==> config.mk <==
export PLATFORM = sky130hd
export DESIGN_NAME = dual_servo_gimbal_packet_gen_flat
export DESIGN_NICKNAME = d
export VERILOG_FILES = /design/src/design/dsgpg_pkg.sv /design/src/design/dsgpg_if.sv /design/src/design/dsgpg_mix.sv /design/src/design/dsgpg_pktgen.sv /design/src/design/dual_servo_gimbal_packet_gen.sv /design/src/flat_wrapper.sv
export SDC_FILE = /design/constraint.sdc
export NUM_CORES = 2
export LEC_CHECK = 0
export ABC_AREA = 1
export CAP_MARGIN = 20
export CORE_MARGIN = 4
export CORE_UTILIZATION = 46
export CTS_BUF_LIST = sky130_fd_sc_hd__clkbuf_16
export DETAILED_ROUTE_END_ITERATION = 10
export DONT_BUFFER_PORTS = 1
export GPL_TIMING_DRIVEN = 1
export RECOVER_POWER = 50
export SYNTH_ARGS = -nofsm -noshare
export SYNTH_HDL_FRONTEND = slang
export SYNTH_SLANG_ARGS = --single-unit
==> constraint.sdc <==
create_clock -name clock -period 42.6 [get_ports clock]
set_clock_uncertainty 0.2 [all_clocks]
set_input_delay 12.78 -clock clock [delete_from_list [all_inputs] [get_ports clock]]
set_output_delay 12.78 -clock clock [all_outputs]
set_load 0.02 [all_outputs]
==> src/design/dsgpg_pkg.sv <==
package dsgpg_pkg;

   localparam int CMD_W     = 2;
   localparam int ID_W      = 1;
   localparam int POS_W     = 12;
   localparam int SPEED_W   = 10;
   localparam int BYTE_W    = 8;
   localparam int CSR_IDX_W = 2;
   localparam int CSR_DAT_W = 12;

   localparam int COEF_W = 15;
   localparam int PROD_W = 28;
   localparam int SUM_W  = 29;
   localparam int MAG_W  = 28;
   localparam int T_W    = MAG_W - POS_W;
   localparam int Y_W    = T_W + 1;
   localparam int T2_W   = Y_W - POS_W;
   localparam int Q_W    = T_W + 1;
   localparam int P_W    = Q_W + 2;
   localparam int CNT_W  = 5;

   localparam logic [CMD_W-1:0] CMD_GOAL  = 2'd0;
   localparam logic [CMD_W-1:0] CMD_ANGLE = 2'd1;
   localparam logic [CMD_W-1:0] CMD_SPEED = 2'd2;
   localparam logic [CMD_W-1:0] CMD_RESV  = 2'd3;

   localparam logic [CSR_IDX_W-1:0] REG_HOME0 = 2'd0;
   localparam logic [CSR_IDX_W-1:0] REG_HOME1 = 2'd1;
   localparam logic [CSR_IDX_W-1:0] REG_SPEED = 2'd2;

   localparam logic [POS_W-1:0]   HOME_RESET  = 12'd512;
   localparam logic [SPEED_W-1:0] SPEED_RESET = 10'd20;

   localparam logic [BYTE_W-1:0] HDR_BYTE    = 8'hFF;
   localparam logic [BYTE_W-1:0] LEN_BYTE    = 8'h05;
   localparam logic [BYTE_W-1:0] INSTR_WRITE = 8'h03;
   localparam logic [BYTE_W-1:0] ADDR_GOAL   = 8'h1E;
   localparam logic [BYTE_W-1:0] ADDR_SPEED  = 8'h20;

   localparam logic [CNT_W-1:0] PKT_LEN     = 5'd9;
   localparam logic [CNT_W-1:0] LAST_SINGLE = 5'd8;
   localparam logic [CNT_W-1:0] LAST_PAIR   = 5'd17;

   localparam logic signed [COEF_W-1:0] K_POS_MAX  = 15'sd4095;
   localparam logic signed [COEF_W-1:0] K_POS_MAX2 = 15'sd8190;
   localparam logic [POS_W:0]           K_DIV      = 13'd4095;

   typedef enum logic [1:0] {
      JOB_SINGLE = 2'd0,
      JOB_PAIR   = 2'd1,
      JOB_ERROR  = 2'd2
   } dsgpg_kind_type;

   typedef struct packed {
      dsgpg_kind_type     kind;
      logic [ID_W-1:0]    id;
      logic [BYTE_W-1:0]  addr;
      logic [POS_W-1:0]   val0;
      logic [POS_W-1:0]   val1;
   } dsgpg_job_type;

   // signed halving, truncated toward zero
   function automatic logic signed [COEF_W-1:0] half_tq(input logic signed [COEF_W-1:0] v);
      logic signed [COEF_W-1:0] adj;
      adj = v + $signed({{(COEF_W-1){1'b0}}, v[COEF_W-1]});
      return adj >>> 1;
   endfunction

   function automatic logic [BYTE_W-1:0] pkt_chk(input logic [ID_W-1:0] id,
                                                 input logic [BYTE_W-1:0] addr,
                                                 input logic [POS_W-1:0] val);
      logic [BYTE_W-1:0] sum;
      sum = {{(BYTE_W-ID_W){1'b0}}, id} + LEN_BYTE + INSTR_WRITE + addr + val[7:0]
            + {{(2*BYTE_W-POS_W){1'b0}}, val[POS_W-1:BYTE_W]};
      return ~sum;
   endfunction

endpackage

==> src/design/dsgpg_if.sv <==
interface dsgpg_req_if import dsgpg_pkg::*; ();
   logic               valid;
   logic               ready;
   logic [CMD_W-1:0]   command;
   logic [ID_W-1:0]    motor_id;
   logic [POS_W-1:0]   target_position;
   logic [POS_W-1:0]   rotate_slider;
   logic [POS_W-1:0]   pitch_slider;

   modport source (output valid, command, motor_id, target_position, rotate_slider,
                   pitch_slider, input ready);
   modport sink (input valid, command, motor_id, target_position, rotate_slider,
                 pitch_slider, output ready);
endinterface

interface dsgpg_rsp_if import dsgpg_pkg::*; ();
   logic              valid;
   logic              ready;
   logic [BYTE_W-1:0] tx_byte;
   logic              byte_valid;
   logic              last_of_run;
   logic              range_error;

   modport source (output valid, tx_byte, byte_valid, last_of_run, range_error,
                   input ready);
   modport sink (input valid, tx_byte, byte_valid, last_of_run, range_error,
                 output ready);
endinterface

interface dsgpg_csr_if import dsgpg_pkg::*; ();
   logic                 valid;
   logic                 ready;
   logic [CSR_IDX_W-1:0] index;
   logic [CSR_DAT_W-1:0] data;

   modport source (output valid, index, data, input ready);
   modport sink (input valid, index, data, output ready);
endinterface

==> src/design/dsgpg_mix.sv <==
module dsgpg_mix import dsgpg_pkg::*; (
   input  logic               clock,
   input  logic               reset,
   dsgpg_req_if.sink          req_bus,
   input  logic [POS_W-1:0]   home0,
   input  logic [POS_W-1:0]   home1,
   input  logic [SPEED_W-1:0] speed,
   output logic               job_valid,
   output dsgpg_job_type      job,
   input  logic               job_ready
);

   logic adv;

   // mixing coefficients from the home registers
   logic signed [COEF_W-1:0] h0s, h1s, ca, cb, cc, cd;
   logic signed [COEF_W-1:0] ab_in, cdd_in, bpd_in, bmd_in;
   logic signed [COEF_W-1:0] ab_ff, cdd_ff, bpd_ff, bmd_ff;

   // stage 1: input register
   logic               s1_valid_ff, s1_valid_in;
   logic [CMD_W-1:0]   s1_cmd_ff;
   logic [ID_W-1:0]    s1_id_ff;
   logic [POS_W-1:0]   s1_tgt_ff, s1_rot_ff, s1_pit_ff;

   // stage 2: products
   logic               s2_valid_ff;
   logic [CMD_W-1:0]   s2_cmd_ff;
   logic [ID_W-1:0]    s2_id_ff;
   logic [POS_W-1:0]   s2_tgt_ff;
   logic signed [PROD_W-1:0] rot_x, pit_x, ab_x, cdd_x, bpd_x, bmd_x;
   logic signed [PROD_W-1:0] ps_in, pp_in, k0_in, k1_in;
   logic signed [PROD_W-1:0] ps_ff, pp_ff, k0_ff, k1_ff;

   // stage 3: numerators
   logic               s3_valid_ff;
   logic [CMD_W-1:0]   s3_cmd_ff;
   logic [ID_W-1:0]    s3_id_ff;
   logic [POS_W-1:0]   s3_tgt_ff;
   logic signed [SUM_W-1:0] n0_in, n1_in, n0_ff, n1_ff;

   // stage 4: magnitude and first fold of the divide by 4095
   logic               s4_valid_ff;
   logic [CMD_W-1:0]   s4_cmd_ff;
   logic [ID_W-1:0]    s4_id_ff;
   logic [POS_W-1:0]   s4_tgt_ff;
   logic signed [SUM_W-1:0] a0, a1;
   logic [MAG_W-1:0]   mag0, mag1;
   logic               neg0_in, neg1_in, neg0_ff, neg1_ff;
   logic [T_W-1:0]     t0_in, t1_in, t0_ff, t1_ff;
   logic [Y_W-1:0]     y0_in, y1_in, y0_ff, y1_ff;

   // stage 5: quotient, position, packet job
   logic               s5_valid_ff;
   dsgpg_job_type      job_in, job_ff;
   logic [T2_W-1:0]    u0, u1;
   logic [POS_W:0]     z0, z1;
   logic               c0, c1;
   logic [Q_W-1:0]     q0, q1;
   logic signed [P_W-1:0] hq0, hq1, qq0, qq1, pos0, pos1;
   logic               ok0, ok1;

   assign adv           = !s5_valid_ff || job_ready;
   assign req_bus.ready = adv;
   assign job_valid     = s5_valid_ff;
   assign job           = job_ff;

   always_comb begin
      h0s    = $signed({{(COEF_W-POS_W){1'b0}}, home0});
      h1s    = $signed({{(COEF_W-POS_W){1'b0}}, home1});
      ca     = half_tq(K_POS_MAX2 - h0s - h1s);
      cb     = half_tq(-h0s - h1s);
      cc     = half_tq(K_POS_MAX - h0s + h1s);
      cd     = half_tq(h1s - h0s - K_POS_MAX);
      ab_in  = ca - cb;
      cdd_in = cc - cd;
      bpd_in = cb + cd;
      bmd_in = cb - cd;
   end

   always_ff @(posedge clock) begin
      ab_ff  <= ab_in;
      cdd_ff <= cdd_in;
      bpd_ff <= bpd_in;
      bmd_ff <= bmd_in;
   end

   assign s1_valid_in = req_bus.valid && (req_bus.command != CMD_RESV);

   always_comb begin
      rot_x = $signed({{(PROD_W-POS_W){1'b0}}, s1_rot_ff});
      pit_x = $signed({{(PROD_W-POS_W){1'b0}}, s1_pit_ff});
      ab_x  = {{(PROD_W-COEF_W){ab_ff[COEF_W-1]}}, ab_ff};
      cdd_x = {{(PROD_W-COEF_W){cdd_ff[COEF_W-1]}}, cdd_ff};
      bpd_x = {{(PROD_W-COEF_W){bpd_ff[COEF_W-1]}}, bpd_ff};
      bmd_x = {{(PROD_W-COEF_W){bmd_ff[COEF_W-1]}}, bmd_ff};
      ps_in = rot_x * ab_x;
      pp_in = pit_x * cdd_x;
      k0_in = (bpd_x <<< POS_W) - bpd_x;
      k1_in = (bmd_x <<< POS_W) - bmd_x;
   end

   always_comb begin
      n0_in = {ps_ff[PROD_W-1], ps_ff} + {pp_ff[PROD_W-1], pp_ff} + {k0_ff[PROD_W-1], k0_ff};
      n1_in = {ps_ff[PROD_W-1], ps_ff} - {pp_ff[PROD_W-1], pp_ff} + {k1_ff[PROD_W-1], k1_ff};
   end

   always_comb begin
      neg0_in = n0_ff[SUM_W-1];
      neg1_in = n1_ff[SUM_W-1];
      a0      = neg0_in ? -n0_ff : n0_ff;
      a1      = neg1_in ? -n1_ff : n1_ff;
      mag0    = a0[MAG_W-1:0];
      mag1    = a1[MAG_W-1:0];
      t0_in   = mag0[MAG_W-1:POS_W];
      t1_in   = mag1[MAG_W-1:POS_W];
      y0_in   = {1'b0, t0_in} + {{(Y_W-POS_W){1'b0}}, mag0[POS_W-1:0]};
      y1_in   = {1'b0, t1_in} + {{(Y_W-POS_W){1'b0}}, mag1[POS_W-1:0]};
   end

   always_comb begin
      u0   = y0_ff[Y_W-1:POS_W];
      u1   = y1_ff[Y_W-1:POS_W];
      z0   = {{(POS_W+1-T2_W){1'b0}}, u0} + {1'b0, y0_ff[POS_W-1:0]};
      z1   = {{(POS_W+1-T2_W){1'b0}}, u1} + {1'b0, y1_ff[POS_W-1:0]};
      c0   = (z0 >= K_DIV);
      c1   = (z1 >= K_DIV);
      q0   = {1'b0, t0_ff} + {{(Q_W-T2_W){1'b0}}, u0} + {{(Q_W-1){1'b0}}, c0};
      q1   = {1'b0, t1_ff} + {{(Q_W-T2_W){1'b0}}, u1} + {{(Q_W-1){1'b0}}, c1};
      hq0  = $signed({{(P_W-POS_W){1'b0}}, home0});
      hq1  = $signed({{(P_W-POS_W){1'b0}}, home1});
      qq0  = $signed({2'b00, q0});
      qq1  = $signed({2'b00, q1});
      pos0 = neg0_ff ? hq0 - qq0 : hq0 + qq0;
      pos1 = neg1_ff ? hq1 - qq1 : hq1 + qq1;
      ok0  = (pos0[P_W-1:POS_W] == '0);
      ok1  = (pos1[P_W-1:POS_W] == '0);

      job_in.kind = JOB_ERROR;
      job_in.id   = '0;
      job_in.addr = ADDR_GOAL;
      job_in.val0 = s4_tgt_ff;
      job_in.val1 = s4_tgt_ff;
      case (s4_cmd_ff)
         CMD_GOAL: begin
            job_in.kind = JOB_SINGLE;
            job_in.id   = s4_id_ff;
         end
         CMD_ANGLE: begin
            job_in.kind = (ok0 && ok1) ? JOB_PAIR : JOB_ERROR;
            job_in.val0 = pos0[POS_W-1:0];
            job_in.val1 = pos1[POS_W-1:0];
         end
         CMD_SPEED: begin
            job_in.kind = JOB_PAIR;
            job_in.addr = ADDR_SPEED;
            job_in.val0 = {{(POS_W-SPEED_W){1'b0}}, speed};
            job_in.val1 = {{(POS_W-SPEED_W){1'b0}}, speed};
         end
         default: begin
            job_in.kind = JOB_ERROR;
         end
      endcase
   end

   always_ff @(posedge clock) begin
      if (reset) begin
         s1_valid_ff <= 1'b0;
         s2_valid_ff <= 1'b0;
         s3_valid_ff <= 1'b0;
         s4_valid_ff <= 1'b0;
         s5_valid_ff <= 1'b0;
      end else if (adv) begin
         s1_valid_ff <= s1_valid_in;
         s2_valid_ff <= s1_valid_ff;
         s3_valid_ff <= s2_valid_ff;
         s4_valid_ff <= s3_valid_ff;
         s5_valid_ff <= s4_valid_ff;
      end
   end

   always_ff @(posedge clock) begin
      if (adv) begin
         s1_cmd_ff <= req_bus.command;
         s1_id_ff  <= req_bus.motor_id;
         s1_tgt_ff <= req_bus.target_position;
         s1_rot_ff <= req_bus.rotate_slider;
         s1_pit_ff <= req_bus.pitch_slider;

         s2_cmd_ff <= s1_cmd_ff;
         s2_id_ff  <= s1_id_ff;
         s2_tgt_ff <= s1_tgt_ff;
         ps_ff     <= ps_in;
         pp_ff     <= pp_in;
         k0_ff     <= k0_in;
         k1_ff     <= k1_in;

         s3_cmd_ff <= s2_cmd_ff;
         s3_id_ff  <= s2_id_ff;
         s3_tgt_ff <= s2_tgt_ff;
         n0_ff     <= n0_in;
         n1_ff     <= n1_in;

         s4_cmd_ff <= s3_cmd_ff;
         s4_id_ff  <= s3_id_ff;
         s4_tgt_ff <= s3_tgt_ff;
         neg0_ff   <= neg0_in;
         neg1_ff   <= neg1_in;
         t0_ff     <= t0_in;
         t1_ff     <= t1_in;
         y0_ff     <= y0_in;
         y1_ff     <= y1_in;

         job_ff    <= job_in;
      end
   end

endmodule

==> src/design/dsgpg_pktgen.sv <==
module dsgpg_pktgen import dsgpg_pkg::*; (
   input  logic          clock,
   input  logic          reset,
   input  logic          job_valid,
   input  dsgpg_job_type job,
   output logic          job_ready,
   dsgpg_rsp_if.source   rsp_bus
);

   logic                busy_ff, busy_in;
   logic [CNT_W-1:0]    cnt_ff, cnt_in;
   dsgpg_job_type       cur_ff, cur_in;
   logic [BYTE_W-1:0]   chk0_ff, chk0_in, chk1_ff, chk1_in;

   logic                rsp_valid_ff, rsp_valid_in;
   logic [BYTE_W-1:0]   tx_ff, tx_in;
   logic                bv_ff, bv_in;
   logic                last_ff, last_in;
   logic                err_ff, err_in;

   logic                out_free, load, second, last_beat;
   logic [CNT_W-1:0]    diff;
   logic [3:0]          bpos;
   logic [ID_W-1:0]     pid;
   logic [POS_W-1:0]    val;
   logic [BYTE_W-1:0]   chk, pkt_byte;

   assign out_free  = !rsp_valid_ff || rsp_bus.ready;
   assign job_ready = !busy_ff || (out_free && last_beat);
   assign load      = job_valid && job_ready;

   assign rsp_bus.valid       = rsp_valid_ff;
   assign rsp_bus.tx_byte     = tx_ff;
   assign rsp_bus.byte_valid  = bv_ff;
   assign rsp_bus.last_of_run = last_ff;
   assign rsp_bus.range_error = err_ff;

   always_comb begin
      second = (cnt_ff >= PKT_LEN);
      diff   = cnt_ff - PKT_LEN;
      bpos   = second ? diff[3:0] : cnt_ff[3:0];
      pid    = second ? {{(ID_W-1){1'b0}}, 1'b1} : cur_ff.id;
      val    = second ? cur_ff.val1 : cur_ff.val0;
      chk    = second ? chk1_ff : chk0_ff;

      case (bpos)
         4'd0, 4'd1: pkt_byte = HDR_BYTE;
         4'd2:       pkt_byte = {{(BYTE_W-ID_W){1'b0}}, pid};
         4'd3:       pkt_byte = LEN_BYTE;
         4'd4:       pkt_byte = INSTR_WRITE;
         4'd5:       pkt_byte = cur_ff.addr;
         4'd6:       pkt_byte = val[BYTE_W-1:0];
         4'd7:       pkt_byte = {{(2*BYTE_W-POS_W){1'b0}}, val[POS_W-1:BYTE_W]};
         4'd8:       pkt_byte = chk;
         default:    pkt_byte = '0;
      endcase

      case (cur_ff.kind)
         JOB_SINGLE: last_beat = (cnt_ff == LAST_SINGLE);
         JOB_PAIR:   last_beat = (cnt_ff == LAST_PAIR);
         default:    last_beat = 1'b1;
      endcase
   end

   always_comb begin
      busy_in      = busy_ff;
      cnt_in       = cnt_ff;
      cur_in       = cur_ff;
      chk0_in      = chk0_ff;
      chk1_in      = chk1_ff;
      rsp_valid_in = rsp_valid_ff;
      tx_in        = tx_ff;
      bv_in        = bv_ff;
      last_in      = last_ff;
      err_in       = err_ff;

      if (out_free) begin
         rsp_valid_in = busy_ff;
         if (cur_ff.kind == JOB_ERROR) begin
            tx_in   = '0;
            bv_in   = 1'b0;
            err_in  = 1'b1;
         end else begin
            tx_in   = pkt_byte;
            bv_in   = 1'b1;
            err_in  = 1'b0;
         end
         last_in = last_beat;
         if (busy_ff) begin
            cnt_in = cnt_ff + 1'b1;
            if (last_beat) begin
               busy_in = 1'b0;
            end
         end
      end

      if (load) begin
         busy_in = 1'b1;
         cnt_in  = '0;
         cur_in  = job;
         chk0_in = pkt_chk(job.id, job.addr, job.val0);
         chk1_in = pkt_chk({{(ID_W-1){1'b0}}, 1'b1}, job.addr, job.val1);
      end
   end

   always_ff @(posedge clock) begin
      if (reset) begin
         busy_ff      <= 1'b0;
         rsp_valid_ff <= 1'b0;
         cnt_ff       <= '0;
         cur_ff       <= '{kind: JOB_ERROR, id: '0, addr: '0, val0: '0, val1: '0};
      end else begin
         busy_ff      <= busy_in;
         rsp_valid_ff <= rsp_valid_in;
         cnt_ff       <= cnt_in;
         cur_ff       <= cur_in;
      end
   end

   always_ff @(posedge clock) begin
      chk0_ff     <= chk0_in;
      chk1_ff     <= chk1_in;
      tx_ff       <= tx_in;
      bv_ff       <= bv_in;
      last_ff     <= last_in;
      err_ff      <= err_in;
   end

endmodule

==> src/design/dual_servo_gimbal_packet_gen.sv <==
// channel   dir  beat
// req_bus   in   command, motor_id, target_position, rotate_slider, pitch_slider
// rsp_bus   out  tx_byte, byte_valid, last_of_run, range_error
// csr_bus   in   index, data (0 home_motor0, 1 home_motor1, 2 servo speed)
//
// five register stages mix the sliders, then a byte serializer sends one beat a cycle
// while rsp_ready is high: 9 beats for a goal position, 18 for angle drive or speed,
// 1 for a range error. first beat passes the mix stages and the serializer registers.
// reset empties the pipeline and loads homes 512/512 and speed 20.
// rsp_ready low holds the output beat and backs up the stages to req_bus.ready.
module dual_servo_gimbal_packet_gen import dsgpg_pkg::*; (
   input logic         clock,
   input logic         reset,
   dsgpg_req_if.sink   req_bus,
   dsgpg_rsp_if.source rsp_bus,
   dsgpg_csr_if.sink   csr_bus
);

   logic [POS_W-1:0]   home0_ff, home0_in, home1_ff, home1_in;
   logic [SPEED_W-1:0] speed_ff, speed_in;
   logic               job_valid, job_ready;
   dsgpg_job_type      job;

   assign csr_bus.ready = 1'b1;

   always_comb begin
      home0_in = home0_ff;
      home1_in = home1_ff;
      speed_in = speed_ff;
      if (csr_bus.valid) begin
         case (csr_bus.index)
            REG_HOME0: home0_in = csr_bus.data[POS_W-1:0];
            REG_HOME1: home1_in = csr_bus.data[POS_W-1:0];
            REG_SPEED: speed_in = csr_bus.data[SPEED_W-1:0];
            default:   ;
         endcase
      end
   end

   always_ff @(posedge clock) begin
      if (reset) begin
         home0_ff <= HOME_RESET;
         home1_ff <= HOME_RESET;
         speed_ff <= SPEED_RESET;
      end else begin
         home0_ff <= home0_in;
         home1_ff <= home1_in;
         speed_ff <= speed_in;
      end
   end

   dsgpg_mix u_mix (
      .clock     (clock),
      .reset     (reset),
      .req_bus   (req_bus),
      .home0     (home0_ff),
      .home1     (home1_ff),
      .speed     (speed_ff),
      .job_valid (job_valid),
      .job       (job),
      .job_ready (job_ready)
   );

   dsgpg_pktgen u_pktgen (
      .clock     (clock),
      .reset     (reset),
      .job_valid (job_valid),
      .job       (job),
      .job_ready (job_ready),
      .rsp_bus   (rsp_bus)
   );

endmodule
==> src/flat_wrapper.sv <==
// flat-port wrapper written by rule: the top's interface ports become plain ports
module dual_servo_gimbal_packet_gen_flat import dsgpg_pkg::*;
  (clock, reset, req_bus_valid, req_bus_command, req_bus_motor_id, req_bus_target_position, req_bus_rotate_slider, req_bus_pitch_slider, req_bus_ready, rsp_bus_valid, rsp_bus_tx_byte, rsp_bus_byte_valid, rsp_bus_last_of_run, rsp_bus_range_error, rsp_bus_ready, csr_bus_valid, csr_bus_index, csr_bus_data, csr_bus_ready);
  dsgpg_req_if req_bus_i ();
  dsgpg_rsp_if rsp_bus_i ();
  dsgpg_csr_if csr_bus_i ();
  input logic clock;
  input logic reset;
  input wire logic [$bits(req_bus_i.valid)-1:0] req_bus_valid;
  input wire logic [$bits(req_bus_i.command)-1:0] req_bus_command;
  input wire logic [$bits(req_bus_i.motor_id)-1:0] req_bus_motor_id;
  input wire logic [$bits(req_bus_i.target_position)-1:0] req_bus_target_position;
  input wire logic [$bits(req_bus_i.rotate_slider)-1:0] req_bus_rotate_slider;
  input wire logic [$bits(req_bus_i.pitch_slider)-1:0] req_bus_pitch_slider;
  output wire logic [$bits(req_bus_i.ready)-1:0] req_bus_ready;
  output wire logic [$bits(rsp_bus_i.valid)-1:0] rsp_bus_valid;
  output wire logic [$bits(rsp_bus_i.tx_byte)-1:0] rsp_bus_tx_byte;
  output wire logic [$bits(rsp_bus_i.byte_valid)-1:0] rsp_bus_byte_valid;
  output wire logic [$bits(rsp_bus_i.last_of_run)-1:0] rsp_bus_last_of_run;
  output wire logic [$bits(rsp_bus_i.range_error)-1:0] rsp_bus_range_error;
  input wire logic [$bits(rsp_bus_i.ready)-1:0] rsp_bus_ready;
  input wire logic [$bits(csr_bus_i.valid)-1:0] csr_bus_valid;
  input wire logic [$bits(csr_bus_i.index)-1:0] csr_bus_index;
  input wire logic [$bits(csr_bus_i.data)-1:0] csr_bus_data;
  output wire logic [$bits(csr_bus_i.ready)-1:0] csr_bus_ready;
  assign req_bus_i.valid = req_bus_valid;
  assign req_bus_i.command = req_bus_command;
  assign req_bus_i.motor_id = req_bus_motor_id;
  assign req_bus_i.target_position = req_bus_target_position;
  assign req_bus_i.rotate_slider = req_bus_rotate_slider;
  assign req_bus_i.pitch_slider = req_bus_pitch_slider;
  assign req_bus_ready = req_bus_i.ready;
  assign rsp_bus_valid = rsp_bus_i.valid;
  assign rsp_bus_tx_byte = rsp_bus_i.tx_byte;
  assign rsp_bus_byte_valid = rsp_bus_i.byte_valid;
  assign rsp_bus_last_of_run = rsp_bus_i.last_of_run;
  assign rsp_bus_range_error = rsp_bus_i.range_error;
  assign rsp_bus_i.ready = rsp_bus_ready;
  assign csr_bus_i.valid = csr_bus_valid;
  assign csr_bus_i.index = csr_bus_index;
  assign csr_bus_i.data = csr_bus_data;
  assign csr_bus_ready = csr_bus_i.ready;
  dual_servo_gimbal_packet_gen u_core (.clock(clock), .reset(reset), .req_bus(req_bus_i), .rsp_bus(rsp_bus_i), .csr_bus(csr_bus_i));
endmodule
==> impl_results.html <==
<table>
<tr><th>Metric</th><th>Value</th></tr>
<tr><th colspan="2">Run status</th></tr>
<tr><td>Status</td><td>finished, violations left</td></tr>
<tr><td>Violations in the final reports</td><td>max-capacitance violations, max-slew violations</td></tr>
<tr><th colspan="2">Worst setup path</th></tr>
<tr><td>Startpoint-to-endpoint class of the critical path</td><td>in -&gt; out</td></tr>
<tr><td>Critical path data required time</td><td>29.62 ns</td></tr>
<tr><td>Worst setup EP type</td><td>primary output</td></tr>
<tr><td>Category of the worst setup path launch point</td><td>primary input</td></tr>
<tr><td>Data arrival time of the critical path</td><td>13.88 ns</td></tr>
<tr><td>Crit-path max FO</td><td>18</td></tr>
<tr><th colspan="2">Clock network</th></tr>
<tr><td>Post-CTS setup buffer count</td><td>0</td></tr>
<tr><td>Post_cts resized</td><td>0</td></tr>
<tr><td>Insertion delay to the later sink of the worst-skew pair</td><td>0.70 ns</td></tr>
<tr><td>Clock transition time at the flip-flop clock pins of the worst setup and hold paths</td><td>0.06 ns</td></tr>
<tr><td>Count of clock tree sinks</td><td>510</td></tr>
<tr><td>Clock Path Buffers</td><td>3</td></tr>
<tr><td>Number of buffers added by the clock tree synthesis step</td><td>59</td></tr>
<tr><td>Hold buffer count at CTS</td><td>0</td></tr>
<tr><td>Cell at the root of the clock tree</td><td>sky130_fd_sc_hd__clkbuf_16</td></tr>
<tr><td>Clock tree from TritonCTS</td><td>yes</td></tr>
<tr><td>Htree depth</td><td>2</td></tr>
<tr><th colspan="2">Synth</th></tr>
<tr><td>Total of flip-flops plus latches after synthesis</td><td>510</td></tr>
<tr><td>Post-synth top flop</td><td>sky130_fd_sc_hd__edfxtp_1</td></tr>
<tr><td>Dominant combinational cell family by area after synthesis</td><td>adder cells</td></tr>
<tr><td>Post-synthesis simple-gate area fraction</td><td>15.12%</td></tr>
<tr><td>Post-synth net total</td><td>6570</td></tr>
<tr><td>Cell Area, Synth</td><td>0.04798 mm²</td></tr>
<tr><td>Post-synthesis compound-gate area fraction</td><td>8.948%</td></tr>
<tr><td>Post-Synth Adder-Cell Area</td><td>29.34%</td></tr>
<tr><td>Sequential share of the synthesized area</td><td>29.13%</td></tr>
<tr><td>Multiplexer fraction of the synthesized cell area</td><td>0.02086%</td></tr>
<tr><td>Avg Inst Size Synth</td><td>8.506 µm²</td></tr>
<tr><td>Number of distinct standard cells referenced by the synthesized netlist</td><td>59</td></tr>
<tr><td>Warning count from the yosys run</td><td>0</td></tr>
<tr><td>Post-synth ARST share</td><td>0%</td></tr>
<tr><td>Count of flip-flops with a built-in enable after synthesis</td><td>376</td></tr>
<tr><td>Cells after synthesis</td><td>5640</td></tr>
<tr><td>Xor/xnor cell area share of the yosys netlist</td><td>7.010%</td></tr>
<tr><th colspan="2">Routing</th></tr>
<tr><td>Total via count after detailed routing</td><td>36060</td></tr>
<tr><td>Vias/cell</td><td>5.121</td></tr>
<tr><td>Count of nets left with antenna violations after detail routing</td><td>0</td></tr>
<tr><td>Wirelength per Cell</td><td>17.10 µm</td></tr>
<tr><td># DRC</td><td>0</td></tr>
<tr><td>Drt initial violations</td><td>2381</td></tr>
<tr><td>Drt pass-1 iters</td><td>6</td></tr>
<tr><td>WL final</td><td>120.4 mm</td></tr>
<tr><th colspan="2">Global routing</th></tr>
<tr><td>Number of global-route vias before repair</td><td>35390</td></tr>
<tr><td>Antenna violations before repair</td><td>3</td></tr>
<tr><td>Gr usage total</td><td>22.37%</td></tr>
<tr><td>Pin count of the biggest net entering global routing</td><td>75</td></tr>
<tr><td>Total global routing overflow</td><td>0</td></tr>
<tr><td>Wire length of the first global-routing pass</td><td>192.9 mm</td></tr>
<tr><th colspan="2">Placed design</th></tr>
<tr><td>Number of buffer cells added on primary ports</td><td>0</td></tr>
<tr><td>Routability cong.</td><td>0.9446</td></tr>
<tr><td>Placed wire-length estimate</td><td>98.95 mm</td></tr>
<tr><th colspan="2">Die</th></tr>
<tr><td>Initial core utilization</td><td>46.36%</td></tr>
<tr><td>Top-Level Pins</td><td>72</td></tr>
<tr><td>Vert. Die Dim</td><td>331.0 µm</td></tr>
<tr><td>DIE AREA</td><td>0.1095 mm²</td></tr>
<tr><td>Standard cell core area</td><td>0.1035 mm²</td></tr>
<tr><td>Die boundary width</td><td>331.0 µm</td></tr>
<tr><td>Number of rows created at floorplan</td><td>118</td></tr>
<tr><th colspan="2">Timing</th></tr>
<tr><td>Number of pins with negative max-slew slack in the final report</td><td>62</td></tr>
<tr><td>RSZ-0062 raised after global routing</td><td>false</td></tr>
<tr><td>Final cycle utilization of the critical path</td><td>63.04%</td></tr>
<tr><td>Hold violation total from the final report</td><td>0</td></tr>
<tr><td>Total Neg Setup Slack</td><td>0 ns</td></tr>
<tr><td>Period minus WS final</td><td>26.86 ns</td></tr>
<tr><td>Maximum clock rate</td><td>37.23 MHz</td></tr>
<tr><td>Count of final setup violators</td><td>0</td></tr>
<tr><td>Slew @ Worst Pin</td><td>2.333 ns</td></tr>
<tr><td>Worst-case headroom to the max-slew limit</td><td>-55.50%</td></tr>
<tr><th colspan="2">Layout</th></tr>
<tr><td>Fraction of final layout cells with drive strength greater than 1</td><td>2.579%</td></tr>
<tr><td>Count of nets after finishing</td><td>6541</td></tr>
<tr><td>Commonest cells after routing, fill and taps aside</td><td>1224 x sky130_fd_sc_hd__inv_1, 1140 x sky130_fd_sc_hd__nand2_1, 450 x sky130_fd_sc_hd__ha_1, 422 x sky130_fd_sc_hd__fa_1, 385 x sky130_fd_sc_hd__a21oi_1</td></tr>
<tr><td>Most frequent standard cell in the layout excluding fill and tap cells</td><td>sky130_fd_sc_hd__inv_1</td></tr>
<tr><td>Relative area change from synthesis to final layout</td><td>7.112%</td></tr>
<tr><td>Inserted Diodes</td><td>0</td></tr>
<tr><th colspan="2">Run</th></tr>
<tr><td>Max-cap violations</td><td>1</td></tr>
<tr><th colspan="2">Min path</th></tr>
<tr><td>Class of the worst hold path</td><td>reg -&gt; reg</td></tr>
</table>
through the flow:
stage | utilization, % | instances | setup slack, ns | instance area [µm²] | hold WS, ns
finish | 49.65 | 7042 | 15.74 | 51390 | 0.2138
global route | 49.65 | 7042 | 15.59 | 51390 | 0.2258
CTS | 49.69 | 7042 | 15.72 | 51430 | 0.2201
detailed placement | 47.73 | 6930 | 15.72 | 49400 | 0.2052
global placement | 47.73 | 6930 | 15.74 | 49400 | 0.2016
floorplan | - | 5640 | 8.264 | 47980 | 0.2003
path summary, 6_finish.rpt:
kind / from / end / slack (ns) / cells past startpoint
worst max register to register: u_core.u_mix.y0_ff[0] / u_core.u_mix.job[34] / 36.15 / 31
worst min register to register: u_core.u_mix.s2_tgt_ff[11] / u_core.u_mix.s3_tgt_ff[11] / 0.21 / 0
worst min-delay path: u_core.u_mix.s2_tgt_ff[11] / u_core.u_mix.s3_tgt_ff[11] / 0.21 / 0
worst max-delay path: rsp_bus_ready / req_bus_ready / 15.74 / 4
Yosys cell counts, types with 19 or more instances:
cell type / count / share of area (%)
sky130_fd_sc_hd__nand4_1: 58 / 0.76
sky130_fd_sc_hd__dfxtp_1: 134 / 5.6
sky130_fd_sc_hd__inv_1: 1214 / 9.5
sky130_fd_sc_hd__o21ai_0: 246 / 2.6
sky130_fd_sc_hd__xnor2_1: 116 / 2.1
sky130_fd_sc_hd__nor3_1: 52 / 0.54
sky130_fd_sc_hd__nand3_1: 153 / 1.6
sky130_fd_sc_hd__ha_1: 450 / 12
sky130_fd_sc_hd__a21oi_1: 384 / 4.0
sky130_fd_sc_hd__clkbuf_1: 94 / 0.74
sky130_fd_sc_hd__edfxtp_1: 376 / 24
sky130_fd_sc_hd__nor4_1: 19 / 0.25
sky130_fd_sc_hd__xor2_1: 268 / 4.9
sky130_fd_sc_hd__nor2_1: 281 / 2.2
sky130_fd_sc_hd__nand2_1: 1137 / 8.9
sky130_fd_sc_hd__fa_1: 422 / 18
sky130_fd_sc_hd__a31oi_1: 30 / 0.39
final cells by class:
class	count	area [µm²]
Multi-Input combinational cell	3802	28980
Inverter	1227	4606
Tap cell	1380	1727
Clock buffer	63	1577
Sequential cell	510	13970
Timing Repair Buffer	11	75.07
Clock inverter	49	447.9
Fill cell	9896	52110
flip-flops by register name, indices dropped and copies added (netlist names), 17 cells and up:
name,flops
u_core.u_mix.pp_ff,28
u_core.u_mix.y1_ff,17
u_core.u_pktgen.cur_ff,29
u_core.u_mix.y0_ff,17
u_core.u_mix.k1_ff,27
u_core.u_mix.n0_ff,29
u_core.u_mix.n1_ff,28
u_core.u_mix.job,29
u_core.u_mix.ps_ff,28
u_core.u_mix.k0_ff,28
logic make-up after synthesis:
logic type / after synthesis
AO/OA/AOI/OAI: 787
XOR/XNOR: 384
adder cells (fa/ha/maj): 872
buffers and inverters: 1328
flip-flops: 510
multiplexers: 1
other: 1
AND/OR/NAND/NOR: 1757
critical path, stage by stage:
cell and delay [ns]:
sky130_fd_sc_hd__inv_1 0.03, sky130_fd_sc_hd__nand2_1 0.37, sky130_fd_sc_hd__nand2_1 0.29, sky130_fd_sc_hd__nand3_4 0.37
metal layers:
metal / track usage [%] / vias to the layer above / wire length [µm]
li1: - / 17790 / -
met1: 30.27 / 17420 / 54560
met2: 38.47 / 710 / 58070
met3: 2.472 / 149 / 4677
met4: 5.625 / 0 / 3115
met5: 0 / - / 0
Power is not shown: default switching activity piles up to over one toggle a cycle in this logic, so the estimate is an artifact.
